**src/sv/fgtr_pkg.sv**
```systemverilog
// fgtr_pkg: shared types, constants and the 5x5 glyph table for the text rasteriser
// used by fgtr_seq, fgtr_datapath and font_glyph_text_rasterizer; no dependencies
package fgtr_pkg;

    // defaults for the top-level parameters
    localparam int FGTR_SCREEN_WIDTH = 320;
    localparam int FGTR_MAX_SCALE    = 8;

    // fixed font geometry
    localparam int FGTR_GLYPH_COUNT  = 95;
    localparam int FGTR_FIRST_CODE   = 32;
    localparam int FGTR_LAST_CODE    = 126;
    localparam int FGTR_ADVANCE      = 6;
    localparam int FGTR_RIGHT_MARGIN = 10;
    localparam int FGTR_COLS         = 5;
    localparam int FGTR_ROWS         = 8;
    localparam int FGTR_ROM_ROWS     = 5;

    // configuration register indexes
    localparam logic [1:0] CFG_FG_COLOR = 2'd0;
    localparam logic [1:0] CFG_BG_COLOR = 2'd1;
    localparam logic [1:0] CFG_SCALE    = 2'd2;

    // reset values of the configuration registers
    localparam logic [15:0] FG_COLOR_RESET = 16'hFFFF;
    localparam logic [15:0] BG_COLOR_RESET = 16'h0000;
    localparam logic [3:0]  SCALE_RESET    = 4'd1;

    // input transfer payload
    typedef struct packed {
        logic               new_string;
        logic signed [15:0] start_x;
        logic signed [15:0] start_y;
        logic [7:0]         char_code;
    } fgtr_in_t;

    // result transfer payload
    typedef struct packed {
        logic signed [15:0] cell_x;
        logic signed [15:0] cell_y;
        logic [15:0]        pixel_color;
        logic               last;
    } fgtr_out_t;

    // strobes from the sequencer to the datapath
    typedef struct packed {
        logic load;       // input transfer: latch character, maybe load origin
        logic cell_step;  // result transfer: move to the next cell
        logic advance;    // move the cursor and apply the halt test
    } fgtr_ctrl_t;

    // flags from the datapath for conditional jumps
    typedef struct packed {
        logic halted;
        logic noprint;
        logic last_cell;
    } fgtr_status_t;

    // five rows of five bits, top row in the upper bits, bit 4 of a row is leftmost
    typedef logic [24:0] fgtr_glyph_t;

    function automatic fgtr_glyph_t fgtr_glyph(input logic [6:0] idx);
        fgtr_glyph_t g;
        case (idx)
            7'd0:  g = {5'h00, 5'h00, 5'h00, 5'h00, 5'h00};
            7'd1:  g = {5'h04, 5'h04, 5'h04, 5'h00, 5'h04};
            7'd2:  g = {5'h0A, 5'h0A, 5'h00, 5'h00, 5'h00};
            7'd3:  g = {5'h0A, 5'h1F, 5'h0A, 5'h1F, 5'h0A};
            7'd4:  g = {5'h0E, 5'h14, 5'h0E, 5'h05, 5'h0E};
            7'd5:  g = {5'h11, 5'h09, 5'h04, 5'h12, 5'h11};
            7'd6:  g = {5'h0C, 5'h12, 5'h0C, 5'h12, 5'h0D};
            7'd7:  g = {5'h04, 5'h04, 5'h00, 5'h00, 5'h00};
            7'd8:  g = {5'h02, 5'h04, 5'h04, 5'h04, 5'h02};
            7'd9:  g = {5'h08, 5'h04, 5'h04, 5'h04, 5'h08};
            7'd10: g = {5'h04, 5'h15, 5'h0E, 5'h15, 5'h04};
            7'd11: g = {5'h04, 5'h04, 5'h0E, 5'h04, 5'h04};
            7'd12: g = {5'h00, 5'h00, 5'h00, 5'h04, 5'h08};
            7'd13: g = {5'h00, 5'h00, 5'h0E, 5'h00, 5'h00};
            7'd14: g = {5'h00, 5'h00, 5'h00, 5'h00, 5'h04};
            7'd15: g = {5'h01, 5'h02, 5'h04, 5'h08, 5'h10};
            7'd16: g = {5'h0E, 5'h11, 5'h13, 5'h15, 5'h0E};
            7'd17: g = {5'h04, 5'h0C, 5'h04, 5'h04, 5'h0E};
            7'd18: g = {5'h0E, 5'h11, 5'h02, 5'h04, 5'h1F};
            7'd19: g = {5'h0E, 5'h11, 5'h06, 5'h11, 5'h0E};
            7'd20: g = {5'h08, 5'h0C, 5'h0A, 5'h1F, 5'h08};
            7'd21: g = {5'h1F, 5'h10, 5'h0E, 5'h01, 5'h0E};
            7'd22: g = {5'h06, 5'h08, 5'h0E, 5'h11, 5'h0E};
            7'd23: g = {5'h1F, 5'h01, 5'h02, 5'h04, 5'h08};
            7'd24: g = {5'h0E, 5'h11, 5'h0E, 5'h11, 5'h0E};
            7'd25: g = {5'h0E, 5'h11, 5'h0F, 5'h01, 5'h0C};
            7'd26: g = {5'h00, 5'h04, 5'h00, 5'h04, 5'h00};
            7'd27: g = {5'h00, 5'h04, 5'h00, 5'h04, 5'h08};
            7'd28: g = {5'h02, 5'h04, 5'h08, 5'h04, 5'h02};
            7'd29: g = {5'h00, 5'h0E, 5'h00, 5'h0E, 5'h00};
            7'd30: g = {5'h08, 5'h04, 5'h02, 5'h04, 5'h08};
            7'd31: g = {5'h0E, 5'h11, 5'h02, 5'h00, 5'h02};
            7'd32: g = {5'h0E, 5'h15, 5'h17, 5'h10, 5'h0E};
            7'd33: g = {5'h0E, 5'h11, 5'h1F, 5'h11, 5'h11};
            7'd34: g = {5'h1E, 5'h11, 5'h1E, 5'h11, 5'h1E};
            7'd35: g = {5'h0E, 5'h10, 5'h10, 5'h10, 5'h0E};
            7'd36: g = {5'h1E, 5'h11, 5'h11, 5'h11, 5'h1E};
            7'd37: g = {5'h1F, 5'h10, 5'h1E, 5'h10, 5'h1F};
            7'd38: g = {5'h1F, 5'h10, 5'h1E, 5'h10, 5'h10};
            7'd39: g = {5'h0E, 5'h10, 5'h13, 5'h11, 5'h0E};
            7'd40: g = {5'h11, 5'h11, 5'h1F, 5'h11, 5'h11};
            7'd41: g = {5'h0E, 5'h04, 5'h04, 5'h04, 5'h0E};
            7'd42: g = {5'h07, 5'h02, 5'h02, 5'h12, 5'h0C};
            7'd43: g = {5'h11, 5'h12, 5'h1C, 5'h12, 5'h11};
            7'd44: g = {5'h10, 5'h10, 5'h10, 5'h10, 5'h1F};
            7'd45: g = {5'h11, 5'h1B, 5'h15, 5'h11, 5'h11};
            7'd46: g = {5'h11, 5'h19, 5'h15, 5'h13, 5'h11};
            7'd47: g = {5'h0E, 5'h11, 5'h11, 5'h11, 5'h0E};
            7'd48: g = {5'h1E, 5'h11, 5'h1E, 5'h10, 5'h10};
            7'd49: g = {5'h0E, 5'h11, 5'h11, 5'h12, 5'h0D};
            7'd50: g = {5'h1E, 5'h11, 5'h1E, 5'h12, 5'h11};
            7'd51: g = {5'h0E, 5'h10, 5'h0E, 5'h01, 5'h0E};
            7'd52: g = {5'h1F, 5'h04, 5'h04, 5'h04, 5'h04};
            7'd53: g = {5'h11, 5'h11, 5'h11, 5'h11, 5'h0E};
            7'd54: g = {5'h11, 5'h11, 5'h0A, 5'h0A, 5'h04};
            7'd55: g = {5'h11, 5'h11, 5'h15, 5'h1B, 5'h11};
            7'd56: g = {5'h11, 5'h0A, 5'h04, 5'h0A, 5'h11};
            7'd57: g = {5'h11, 5'h0A, 5'h04, 5'h04, 5'h04};
            7'd58: g = {5'h1F, 5'h02, 5'h04, 5'h08, 5'h1F};
            7'd59: g = {5'h0E, 5'h08, 5'h08, 5'h08, 5'h0E};
            7'd60: g = {5'h10, 5'h08, 5'h04, 5'h02, 5'h01};
            7'd61: g = {5'h0E, 5'h02, 5'h02, 5'h02, 5'h0E};
            7'd62: g = {5'h04, 5'h0A, 5'h11, 5'h00, 5'h00};
            7'd63: g = {5'h00, 5'h00, 5'h00, 5'h00, 5'h1F};
            7'd64: g = {5'h08, 5'h04, 5'h02, 5'h00, 5'h00};
            7'd65: g = {5'h00, 5'h0E, 5'h01, 5'h0F, 5'h0E};
            7'd66: g = {5'h10, 5'h1E, 5'h11, 5'h11, 5'h0E};
            7'd67: g = {5'h00, 5'h0E, 5'h10, 5'h10, 5'h0E};
            7'd68: g = {5'h01, 5'h0F, 5'h11, 5'h11, 5'h0E};
            7'd69: g = {5'h00, 5'h0E, 5'h1F, 5'h10, 5'h0E};
            7'd70: g = {5'h06, 5'h08, 5'h0E, 5'h08, 5'h08};
            7'd71: g = {5'h0E, 5'h11, 5'h0F, 5'h01, 5'h0E};
            7'd72: g = {5'h10, 5'h1E, 5'h11, 5'h11, 5'h11};
            7'd73: g = {5'h04, 5'h00, 5'h04, 5'h04, 5'h04};
            7'd74: g = {5'h02, 5'h00, 5'h02, 5'h02, 5'h0C};
            7'd75: g = {5'h10, 5'h12, 5'h0C, 5'h12, 5'h11};
            7'd76: g = {5'h0C, 5'h04, 5'h04, 5'h04, 5'h0E};
            7'd77: g = {5'h00, 5'h1A, 5'h15, 5'h15, 5'h11};
            7'd78: g = {5'h00, 5'h1E, 5'h11, 5'h11, 5'h11};
            7'd79: g = {5'h00, 5'h0E, 5'h11, 5'h11, 5'h0E};
            7'd80: g = {5'h1E, 5'h11, 5'h1E, 5'h10, 5'h10};
            7'd81: g = {5'h0F, 5'h11, 5'h0F, 5'h01, 5'h01};
            7'd82: g = {5'h00, 5'h1E, 5'h10, 5'h10, 5'h10};
            7'd83: g = {5'h00, 5'h0E, 5'h10, 5'h01, 5'h0E};
            7'd84: g = {5'h08, 5'h0E, 5'h08, 5'h08, 5'h06};
            7'd85: g = {5'h00, 5'h11, 5'h11, 5'h11, 5'h0E};
            7'd86: g = {5'h00, 5'h11, 5'h0A, 5'h0A, 5'h04};
            7'd87: g = {5'h00, 5'h11, 5'h15, 5'h1B, 5'h11};
            7'd88: g = {5'h00, 5'h11, 5'h0A, 5'h04, 5'h0A};
            7'd89: g = {5'h11, 5'h0A, 5'h04, 5'h08, 5'h10};
            7'd90: g = {5'h00, 5'h1F, 5'h04, 5'h08, 5'h1F};
            7'd91: g = {5'h06, 5'h04, 5'h08, 5'h04, 5'h06};
            7'd92: g = {5'h04, 5'h04, 5'h04, 5'h04, 5'h04};
            7'd93: g = {5'h0C, 5'h04, 5'h02, 5'h04, 5'h0C};
            7'd94: g = {5'h08, 5'h15, 5'h02, 5'h00, 5'h00};
            default: g = '0;
        endcase
        return g;
    endfunction

endpackage

```
**src/sv/fgtr_seq.sv**
```systemverilog
// fgtr_seq: microcoded sequencer, step counter plus a read-only control-word table
// depends on fgtr_pkg for the control and status structs
module fgtr_seq (
    input  logic                  aclk,
    input  logic                  aresetn,
    input  logic                  s_valid,
    output logic                  s_ready,
    output logic                  m_valid,
    input  logic                  m_ready,
    input  fgtr_pkg::fgtr_status_t status,
    output fgtr_pkg::fgtr_ctrl_t   ctrl
);
    import fgtr_pkg::*;

    // step codes
    localparam logic [2:0] STEP_WAIT  = 3'd0;
    localparam logic [2:0] STEP_HALT  = 3'd1;
    localparam logic [2:0] STEP_PRINT = 3'd2;
    localparam logic [2:0] STEP_EMIT  = 3'd3;
    localparam logic [2:0] STEP_ADV   = 3'd4;

    // jump conditions
    localparam logic [2:0] COND_ALWAYS   = 3'd0;
    localparam logic [2:0] COND_ACCEPT   = 3'd1;
    localparam logic [2:0] COND_HALTED   = 3'd2;
    localparam logic [2:0] COND_NOPRINT  = 3'd3;
    localparam logic [2:0] COND_CELLDONE = 3'd4;

    typedef struct packed {
        logic       in_ready;
        logic       out_valid;
        logic       advance;
        logic       hold;     // stay on this step when the condition is false
        logic [2:0] cond;
        logic [2:0] target;
    } uword_t;

    // microprogram; unused steps fall back to waiting
    localparam uword_t UCODE [0:7] = '{
        '{1'b1, 1'b0, 1'b0, 1'b1, COND_ACCEPT,   STEP_HALT},
        '{1'b0, 1'b0, 1'b0, 1'b0, COND_HALTED,   STEP_WAIT},
        '{1'b0, 1'b0, 1'b0, 1'b0, COND_NOPRINT,  STEP_ADV},
        '{1'b0, 1'b1, 1'b0, 1'b1, COND_CELLDONE, STEP_ADV},
        '{1'b0, 1'b0, 1'b1, 1'b0, COND_ALWAYS,   STEP_WAIT},
        '{1'b0, 1'b0, 1'b0, 1'b0, COND_ALWAYS,   STEP_WAIT},
        '{1'b0, 1'b0, 1'b0, 1'b0, COND_ALWAYS,   STEP_WAIT},
        '{1'b0, 1'b0, 1'b0, 1'b0, COND_ALWAYS,   STEP_WAIT}
    };

    logic [2:0] step_reg;
    logic [2:0] step_next;
    uword_t     uw;
    logic       cond_true;

    assign uw = UCODE[step_reg];

    // condition select
    always_comb begin
        unique case (uw.cond)
            COND_ALWAYS:   cond_true = 1'b1;
            COND_ACCEPT:   cond_true = s_valid;
            COND_HALTED:   cond_true = status.halted;
            COND_NOPRINT:  cond_true = status.noprint;
            COND_CELLDONE: cond_true = m_ready && status.last_cell;
            default:       cond_true = 1'b1;
        endcase
    end

    // next step: jump, hold or fall through
    always_comb begin
        if (cond_true) begin
            step_next = uw.target;
        end else if (uw.hold) begin
            step_next = step_reg;
        end else begin
            step_next = step_reg + 3'd1;
        end
    end

    always_ff @(posedge aclk) begin
        if (!aresetn) begin
            step_reg <= STEP_WAIT;
        end else begin
            step_reg <= step_next;
        end
    end

    // handshakes and datapath strobes
    assign s_ready        = uw.in_ready;
    assign m_valid        = uw.out_valid;
    assign ctrl.load      = uw.in_ready && s_valid;
    assign ctrl.cell_step = uw.out_valid && m_ready;
    assign ctrl.advance   = uw.advance;

`ifndef SYNTHESIS
    a_no_overlap: assert property (@(posedge aclk) disable iff (!aresetn)
        !(s_ready && m_valid))
        else $error("input and result channels open together");
    a_accept_test: assert property (@(posedge aclk) disable iff (!aresetn)
        (s_valid && s_ready) |=> (step_reg == STEP_HALT))
        else $error("input transfer not followed by halt test");
    a_done_adv: assert property (@(posedge aclk) disable iff (!aresetn)
        (m_valid && m_ready && status.last_cell) |=> (step_reg == STEP_ADV))
        else $error("last cell transfer not followed by cursor advance");
    a_adv_once: assert property (@(posedge aclk) disable iff (!aresetn)
        ctrl.advance |=> (step_reg == STEP_WAIT))
        else $error("cursor advance not followed by wait");
`endif

endmodule

```
**src/sv/fgtr_datapath.sv**
```systemverilog
// fgtr_datapath: configuration registers, cursor, halt flag and the cell walk
// depends on fgtr_pkg for payload structs, glyph table and constants
module fgtr_datapath #(
    parameter int SCREEN_WIDTH = fgtr_pkg::FGTR_SCREEN_WIDTH,
    parameter int MAX_SCALE    = fgtr_pkg::FGTR_MAX_SCALE
) (
    input  logic                   aclk,
    input  logic                   aresetn,
    input  logic                   cfg_we,
    input  logic [1:0]             cfg_index,
    input  logic [15:0]            cfg_wdata,
    input  fgtr_pkg::fgtr_in_t     s_data,
    output fgtr_pkg::fgtr_out_t    m_data,
    input  fgtr_pkg::fgtr_ctrl_t   ctrl,
    output fgtr_pkg::fgtr_status_t status
);
    import fgtr_pkg::*;

    localparam int SCALE_W = (MAX_SCALE > 1) ? $clog2(MAX_SCALE + 1) : 1;
    localparam logic signed [15:0] HALT_LIMIT = 16'(SCREEN_WIDTH - FGTR_RIGHT_MARGIN);
    localparam logic [2:0] LAST_COL = 3'(FGTR_COLS - 1);
    localparam logic [2:0] LAST_ROW = 3'(FGTR_ROWS - 1);
    localparam logic [2:0] ROM_LAST = 3'(FGTR_ROM_ROWS - 1);

    logic [15:0]        fg_color_reg;
    logic [15:0]        bg_color_reg;
    logic [3:0]         scale_reg;
    logic [15:0]        cursor_reg;
    logic [15:0]        line_reg;
    logic               halted_reg;
    logic               noprint_reg;
    fgtr_glyph_t        glyph_reg;
    logic [SCALE_W-1:0] s_reg;
    logic [2:0]         row_reg;
    logic [2:0]         col_reg;
    logic [15:0]        x_reg;
    logic [15:0]        y_reg;

    logic [SCALE_W-1:0] s_eff;
    logic [15:0]        cursor_load;
    logic [15:0]        cursor_next;
    logic [6:0]         glyph_idx;
    logic               printable;
    logic [2:0]         row_c;
    logic [4:0]         bit_idx;
    logic               last_cell;

    // configuration writes, unknown indexes ignored
    always_ff @(posedge aclk) begin
        if (!aresetn) begin
            fg_color_reg <= FG_COLOR_RESET;
            bg_color_reg <= BG_COLOR_RESET;
            scale_reg    <= SCALE_RESET;
        end else if (cfg_we) begin
            case (cfg_index)
                CFG_FG_COLOR: fg_color_reg <= cfg_wdata;
                CFG_BG_COLOR: bg_color_reg <= cfg_wdata;
                CFG_SCALE:    scale_reg    <= cfg_wdata[3:0];
                default:      ;
            endcase
        end
    end

    // scale of zero reads as one, large scales saturate
    always_comb begin
        if (scale_reg == 4'd0) begin
            s_eff = SCALE_W'(1);
        end else if (int'(scale_reg) > MAX_SCALE) begin
            s_eff = SCALE_W'(MAX_SCALE);
        end else begin
            s_eff = SCALE_W'(scale_reg);
        end
    end

    // character decode at input transfer
    assign printable   = (s_data.char_code >= 8'(FGTR_FIRST_CODE)) &&
                         (s_data.char_code <= 8'(FGTR_LAST_CODE));
    assign glyph_idx   = 7'(s_data.char_code - 8'(FGTR_FIRST_CODE));
    assign cursor_load = s_data.new_string ? s_data.start_x : cursor_reg;
    assign cursor_next = cursor_reg + 16'(16'(s_reg) * 16'(FGTR_ADVANCE));

    // cursor, line origin and halt flag
    always_ff @(posedge aclk) begin
        if (!aresetn) begin
            cursor_reg <= '0;
            line_reg   <= '0;
            halted_reg <= 1'b0;
        end else if (ctrl.load) begin
            if (s_data.new_string) begin
                cursor_reg <= s_data.start_x;
                line_reg   <= s_data.start_y;
                halted_reg <= 1'b0;
            end
        end else if (ctrl.advance) begin
            cursor_reg <= cursor_next;
            halted_reg <= ($signed(cursor_next) >= HALT_LIMIT);
        end
    end

    // per-character latches and the row-major cell walk
    always_ff @(posedge aclk) begin
        if (!aresetn) begin
            row_reg <= '0;
            col_reg <= '0;
        end else if (ctrl.load) begin
            row_reg <= '0;
            col_reg <= '0;
        end else if (ctrl.cell_step) begin
            if (col_reg == LAST_COL) begin
                col_reg <= '0;
                row_reg <= row_reg + 3'd1;
            end else begin
                col_reg <= col_reg + 3'd1;
            end
        end
    end

    always_ff @(posedge aclk) begin
        if (ctrl.load) begin
            noprint_reg <= !printable;
            glyph_reg   <= fgtr_glyph(glyph_idx);
            s_reg       <= s_eff;
            x_reg       <= cursor_load;
            y_reg       <= s_data.new_string ? s_data.start_y : line_reg;
        end else if (ctrl.cell_step) begin
            if (col_reg == LAST_COL) begin
                x_reg <= cursor_reg;
                y_reg <= y_reg + 16'(s_reg);
            end else begin
                x_reg <= x_reg + 16'(s_reg);
            end
        end
    end

    // rows below the fifth repeat the fifth
    assign row_c     = (row_reg > ROM_LAST) ? ROM_LAST : row_reg;
    assign bit_idx   = 5'(5'd24 - 5'(row_c) * 5'd5 - 5'(col_reg));
    assign last_cell = (row_reg == LAST_ROW) && (col_reg == LAST_COL);

    // result payload
    assign m_data.cell_x      = x_reg;
    assign m_data.cell_y      = y_reg;
    assign m_data.pixel_color = glyph_reg[bit_idx] ? fg_color_reg : bg_color_reg;
    assign m_data.last        = last_cell;

    assign status.halted    = halted_reg;
    assign status.noprint   = noprint_reg;
    assign status.last_cell = last_cell;

endmodule

```
**src/sv/font_glyph_text_rasterizer.sv**
```systemverilog
// sequence: an input transfer is followed by the halt test step and the print test step,
// then the first cell is offered
// per character: printable 40 cells at one per cycle while m_ready is high, plus 4 control
// steps; non-printable only the 4 control steps; halted only the wait and halt test steps
// the microprogram step counter sets this: one step per cycle unless a step holds, the cell step repeats
// reset: synchronous, clears cursor, line origin, halt flag and step counter,
// colours to white on black and scale to one
module font_glyph_text_rasterizer #(
    parameter int SCREEN_WIDTH = fgtr_pkg::FGTR_SCREEN_WIDTH,
    parameter int MAX_SCALE    = fgtr_pkg::FGTR_MAX_SCALE
) (
    input  logic                aclk,
    input  logic                aresetn,
    input  logic                cfg_we,
    input  logic [1:0]          cfg_index,
    input  logic [15:0]         cfg_wdata,
    input  logic                s_valid,
    output logic                s_ready,
    input  fgtr_pkg::fgtr_in_t  s_data,
    output logic                m_valid,
    input  logic                m_ready,
    output fgtr_pkg::fgtr_out_t m_data
);
    import fgtr_pkg::*;

    fgtr_ctrl_t   ctrl;
    fgtr_status_t status;

    // control sequencer
    fgtr_seq u_seq (
        .aclk    (aclk),
        .aresetn (aresetn),
        .s_valid (s_valid),
        .s_ready (s_ready),
        .m_valid (m_valid),
        .m_ready (m_ready),
        .status  (status),
        .ctrl    (ctrl)
    );

    // cursor and cell datapath
    fgtr_datapath #(
        .SCREEN_WIDTH (SCREEN_WIDTH),
        .MAX_SCALE    (MAX_SCALE)
    ) u_datapath (
        .aclk      (aclk),
        .aresetn   (aresetn),
        .cfg_we    (cfg_we),
        .cfg_index (cfg_index),
        .cfg_wdata (cfg_wdata),
        .s_data    (s_data),
        .m_data    (m_data),
        .ctrl      (ctrl),
        .status    (status)
    );

endmodule
```
**config.mk**
```make
export PLATFORM = sky130hd
export DESIGN_NAME = font_glyph_text_rasterizer
export DESIGN_NICKNAME = d
export VERILOG_FILES = /design/src/sv/fgtr_pkg.sv /design/src/sv/fgtr_seq.sv /design/src/sv/fgtr_datapath.sv /design/src/sv/font_glyph_text_rasterizer.sv
export SDC_FILE = /design/constraint.sdc
export NUM_CORES = 1
export LEC_CHECK = 0
export ABC_AREA = 1
export ABC_CLOCK_PERIOD_IN_PS = 5400
export BUFFER_PORTS_ARGS = -buffer_cell sky130_fd_sc_hd__buf_2
export CORE_ASPECT_RATIO = 1.25
export CORE_UTILIZATION = 55
export CTS_CLUSTER_SIZE = 25
export DETAILED_ROUTE_END_ITERATION = 10
export HOLD_SLACK_MARGIN = 0.12
export PLACE_DENSITY_LB_ADDON = 0.05
export SYNTH_ARGS = -nofsm -noshare
export SYNTH_HDL_FRONTEND = slang
export SYNTH_SLANG_ARGS = --single-unit
```
**constraint.sdc**
```tcl
create_clock -name aclk -period 5.4 [get_ports aclk]
set_clock_uncertainty 0.1 [all_clocks]
set_input_delay 0.54 -clock aclk [delete_from_list [all_inputs] [get_ports aclk]]
set_output_delay 0.54 -clock aclk [all_outputs]
set_load 0.02 [all_outputs]
```
# After elaboration in Yosys (flattened, before gate mapping)
# Memories as Yosys holds them, arrays and structs flattened. A register that Yosys moved wholly into a read port is not among the register bits.
# Index checks and enable logic that the tools add are counted.
[totals]
regBits = 115
romBits = 3280
inputBits = 64
elab_cells = 89
n_memories = 2
[mem_list]
columns = ["name", "depth", "word_bits", "read_ports", "rd_ports_with_merged_regs", "write_ports", "line", "source"]
rows = [
  ["(no name shown)", 128, 25, 1, 1, 0, "fgtr_pkg.sv:64", "case (idx)"],
  ["(no name shown)", 8, 10, 1, 0, 0, "fgtr_seq.sv:55", "assign uw = UCODE[step_reg];"],
]
[classes]
n_addsub = 9
multipliers = 2
magnitude_cmp = 7
n_eq_ne = 10
muxes = 24
n_bitwise = 2
n_reduce_logical = 19
[ops]
columns = ["operator", "count"]
rows = [
  ["two-way mux 16 bit", 11],
  ["adder 16 x 4 -> 16 bit", 2],
  ["two-way mux 10 bit", 2],
  ["adder 16 x 7 -> 16 bit", 1],
  ["greater-or-equal comparator 16 x 10 -> 1 bit (second input constant)", 1],
  ["two-way mux 3 bit", 4],
  ["AND reduction 2 bit", 6],
  ["adder 3 x 1 -> 3 bit (second input constant)", 3],
  ["== test 3 bit (second input constant)", 3],
  ["greater-or-equal comparator 8 x 6 -> 1 bit (second input constant)", 1],
  ["less-or-equal comparator 8 x 7 -> 1 bit (second input constant)", 1],
  ["subtractor 7 x 6 -> 7 bit (second input constant)", 1],
  ["== test 3 x 2 -> 1 bit (second input constant)", 2],
  ["< comparator 5 x 6 -> 1 bit (second input constant)", 1],
  ["multiplier 4 x 2 -> 6 bit (second input constant)", 1],
  ["nonzero test 2 bit", 3],
  ["binary-select mux 1 bit (select 5 bit)", 1],
  ["logical AND 1 bit", 5],
  ["multiplier 3 x 3 -> 5 bit (second input constant)", 1],
  ["subtractor 5 x 3 -> 5 bit", 1],
  ["subtractor 5 bit (first input constant)", 1],
  ["greater-or-equal comparator 4 bit (second input constant)", 1],
  ["> comparator 4 bit (second input constant)", 1],
  ["logical NOT 4 bit", 1],
  ["other kinds (13)", 18],
]

# Depth between registers and ports, before layout
[depth]
word_depth = 8
mapped_depth = 19
ltp_nobuf = 18

# Modules after synthesis
# From an unflattened synthesis, not the netlist that was laid out.
[unflattened]
hier_cells = 1486
hier_area_um2 = 10357.4
[modules_own_cells]
columns = ["module", "n_inst", "cells_each", "area_per_inst_um2", "seq_area_each_um2"]
rows = [
  ["fgtr_datapath", 1, 1441, 10075.9, 3363.2],
  ["fgtr_seq", 1, 45, 281.5, 60.1],
]

# Worst setup path after synthesis
# No wires, ideal clock.
[synth_path]
path_kind = "register -> output"
from = "register u_datapath.row_reg[0]"
to = "output port m_data[10] (netlist name)"
arrival_ns = 3.205
t_required_ns = 4.760
setup_slack_ns = 1.555
path_stages_with_launch = 20
cell_sequence = "dfxtp_1 > inv_1 > ha_1 > inv_1 > a21oi_1 > ha_1 > inv_1 > fa_1 > ha_1 > inv_1 > fa_1 > xnor2_1 > xor2_1 > inv_1 > a21oi_2 > o211ai_4 > nand2_4 > buf_12 > nand2_2 > nand2_1"
[synth_rtl]
columns = ["item", "line", "source"]
rows = [
  ["from (decl)", "fgtr_datapath.sv:34", "logic [2:0] row_reg;"],
  ["from (signal assigned)", "fgtr_datapath.sv:111", "row_reg <= row_reg + 3'd1;"],
  ["to (decl)", "font_glyph_text_rasterizer.sv:22", "output fgtr_pkg::fgtr_out_t m_data"],
]

==> qor.yml <==
yosys:
  synth.avg_cell_area_um2: 6.95
  yosysWarnings: 0
  synth_nets: 1616
  synth_area_leaders: "edfxtp_1 (18%), dfxtp_1 (15%), nand2_1 (13%), o21ai_0 (7.4%), ha_1 (7.1%)"
  ys_seq_elements: 140
  syn_area_um2: 10300
  syn_inst: 1487
  synth_area_leader_cell: "edfxtp_1"
  synth_cell_type_count: 61
  post-synth-top-count-cell: "nand2_1"
  synth_common_cells: "nand2_1 (348), inv_1 (169), o21ai_0 (153), nor2_1 (137)"
  synth_edf_count: 62
  ys.flop_type: "dfxtp_1"
  yosysTopAreaCellShare: 0.180
  async_flop_share: 0
  seq_area_frac_synth: 0.331
power_and_ir_drop:
  p_leak_uw: 0.00531
  finalPower_uw: 5150
  ir_worst_vdd_uv: 253
  p_per_area_nw_per_um2: 448
setup_path:
  critPathKind: "flip-flop to output port"
  rrSetupSlack_ns: 2.08
  max_stage_delay_ns: 0.54
  required_ns: 4.76
  r2r_cells: 17
  timing.rr.start: "u_datapath.s_reg[1]"
  r2r_end: "u_datapath.halted_reg"
  slowest_stage: "fa_1"
  cp_data_arrival_time_ns: 4.07
  cp_max_fo: 17
  endpoint_kind: "output port"
  critPathLaunchType: "flip-flop"
  setup.worst_path.start: "u_datapath.row_reg[0]"
  crit_top_cell: "inv_1"
  path_cells: "inv_1 -> ha_1 -> inv_1 -> a21oi_1 -> ha_1 -> inv_1 -> fa_1 -> ha_1 -> inv_1 -> fa_1 -> xnor2_1 -> xor2_1 -> inv_1 -> a21oi_2 -> o211ai_4 -> nand2_4 -> nand2_1 -> nand2_1 -> buf_2"
min_path:
  hold_start: "cfg_wdata[5]"
  hold_depth: 3
  hold_path.class: "input port to flip-flop"
  min_to: "u_datapath.fg_color_reg[5]"
timing:
  fin_hold_ws_ns: 0.230
  worst_slack_ns: 0.689
  fin_crit_sh: 0.872
  slew_violations: 0
  setup_viol: 0
  max-slew-margin-rel: 0.330
  tns_ns: 0
  hold_viol_final: 0
  period_needed_ns: 4.71
  rsz0062_at_grt: "false"
  max_freq_ghz: 0.212
  worst_pin_slew_ns: 1.00
global_route:
  grt_pass1_vias: 10222
  antenna_found_initial: 0
  overflow: 0
  grt_pass1_wl_mm: 53.9
  grtUsageTotal: 0.357
  grt_max_degree: 84
routing:
  wire_per_inst_um: 19.2
  drtIter0Drc: 1320
  routed_wl_mm: 34.6
  via_per_inst: 6.11
  ant_nets: 0
  drc: 0
  vias: 11000
  first_pass_iters: 6
die:
  ioPinCount: 115
  initial_utilization: 0.566
  die_area_um2: 19300
  rows: 55
  dieWidth_um: 125
  die_height_um: 155
  core_um2: 18200
place:
  dp_hpwl_mm: 24.9
  placed_area_um2: 10900
  gp_congestion: 1.05
  portBuffers: 114
  dp_slack_ns: 1.13
cts:
  cts.clk_slew.worst_paths_ns: 0.07
  postCtsSetupBuffers: 0
  ctsResizeCount: 0
  insertion_delay_ns: 0.43
  cts-buffers-inserted: 17
  cts_sinks: 140
  clockBufferDepth: 2
  cts_hold_buf: 0
  cts-htree-levels: 4
  cts-root-buf: "clkbuf_16"
  cts_tree: "done"
layout:
  fillers: 1655
  fin_nets: 1688
  multiInputGateArea_um2: 5920
  drive_gt1_frac: 0.125
  antenna_cells: 0
  largest_reg_flops: 25
  fin_area_um2: 11500
  seq_area_um2: 3420
  syn2layout_area_growth_pct: 11.5
status:
  outcome: "completed"
job:
  max-cap-violations: 0
==> per-stage QoR <==
step | util | cells
finish | 0.631 | 1800
global route | 0.631 | 1800
CTS | 0.631 | 1800
detailed placement | 0.599 | 1768
global placement | 0.599 | 1768
floorplan | - | 1487
==> layer usage <==
| layer | global-route usage | vias up | routed length [um] |
|---|---|---|---|
| met5 | 0 | - | 0 |
| met4 | 0.261 | 0 | 2650 |
| met3 | 0.0574 | 183 | 2620 |
| met2 | 0.585 | 623 | 15900 |
| met1 | 0.424 | 5022 | 13300 |
| li1 | - | 5172 | - |
==> how the worst max path moves through the flow <==
stage | slack, ns | to
5_1_grt | 0.40 | m_data[16]
6_report | 0.69 | m_data[5]
4_1_cts | 0.67 | m_data[5]
3_5_place_dp | 1.13 | m_data[5]
2_1_floorplan | 1.56 | m_data[10]
3_3_place_gp | 1.27 | m_data[16]
==> kinds of logic (layout without fill, tap and decap cells) <==
group	after synthesis	after routing	share of synthesized area
AO/OA/AOI/OAI	369	369	0.206
XOR/XNOR	19	19	0.0161
adder cells (fa/ha/maj)	65	65	0.0831
buffers and inverters	245	330	0.0960
flip-flops	140	140	0.331
multiplexers	5	5	0.00545
AND/OR/NAND/NOR	644	644	0.261
==> where the power goes <==
group	internal, uW	switching, uW
registers	1480	232
logic	740	1520
clock network	626	550
total	2850	2310
==> critical path, delay by kind of cell, from the launching register on <==
family                     cells  cell delay, ns
xor gates and xnor gates       2            0.37
adders and majority gates      5            1.53
buffers and inverters          6            0.52
AOI/OAI and AO/OA              3            0.47
and+or+nand+nor                3            0.44
DFF                            1            0.33
==> area by class of cell <==
cell class | instances | area share
Clock buffer | 17 | 0.0370
Clock inverter | 15 | 0.0145
Inverter | 176 | 0.0574
Multi-Input combinational cell | 1102 | 0.514
Sequential cell | 140 | 0.297
Tap cell | 228 | 0.0248
Timing Repair Buffer | 122 | 0.0548
==> cells in the final DEF, fill, tap and decap left out, types with 16 or more instances in the layout <==
cell type  instances
nand2_1          348
inv_1            169
o21ai_0          153
nor2_1           136
buf_2            114
a21oi_1           97
nand3_1           97
dfxtp_1           78
edfxtp_1          62
ha_1              59
o22ai_1           23
a31oi_1           17
clkbuf_16         17
nor3_1            16
(Power assumes the default switching activity.)
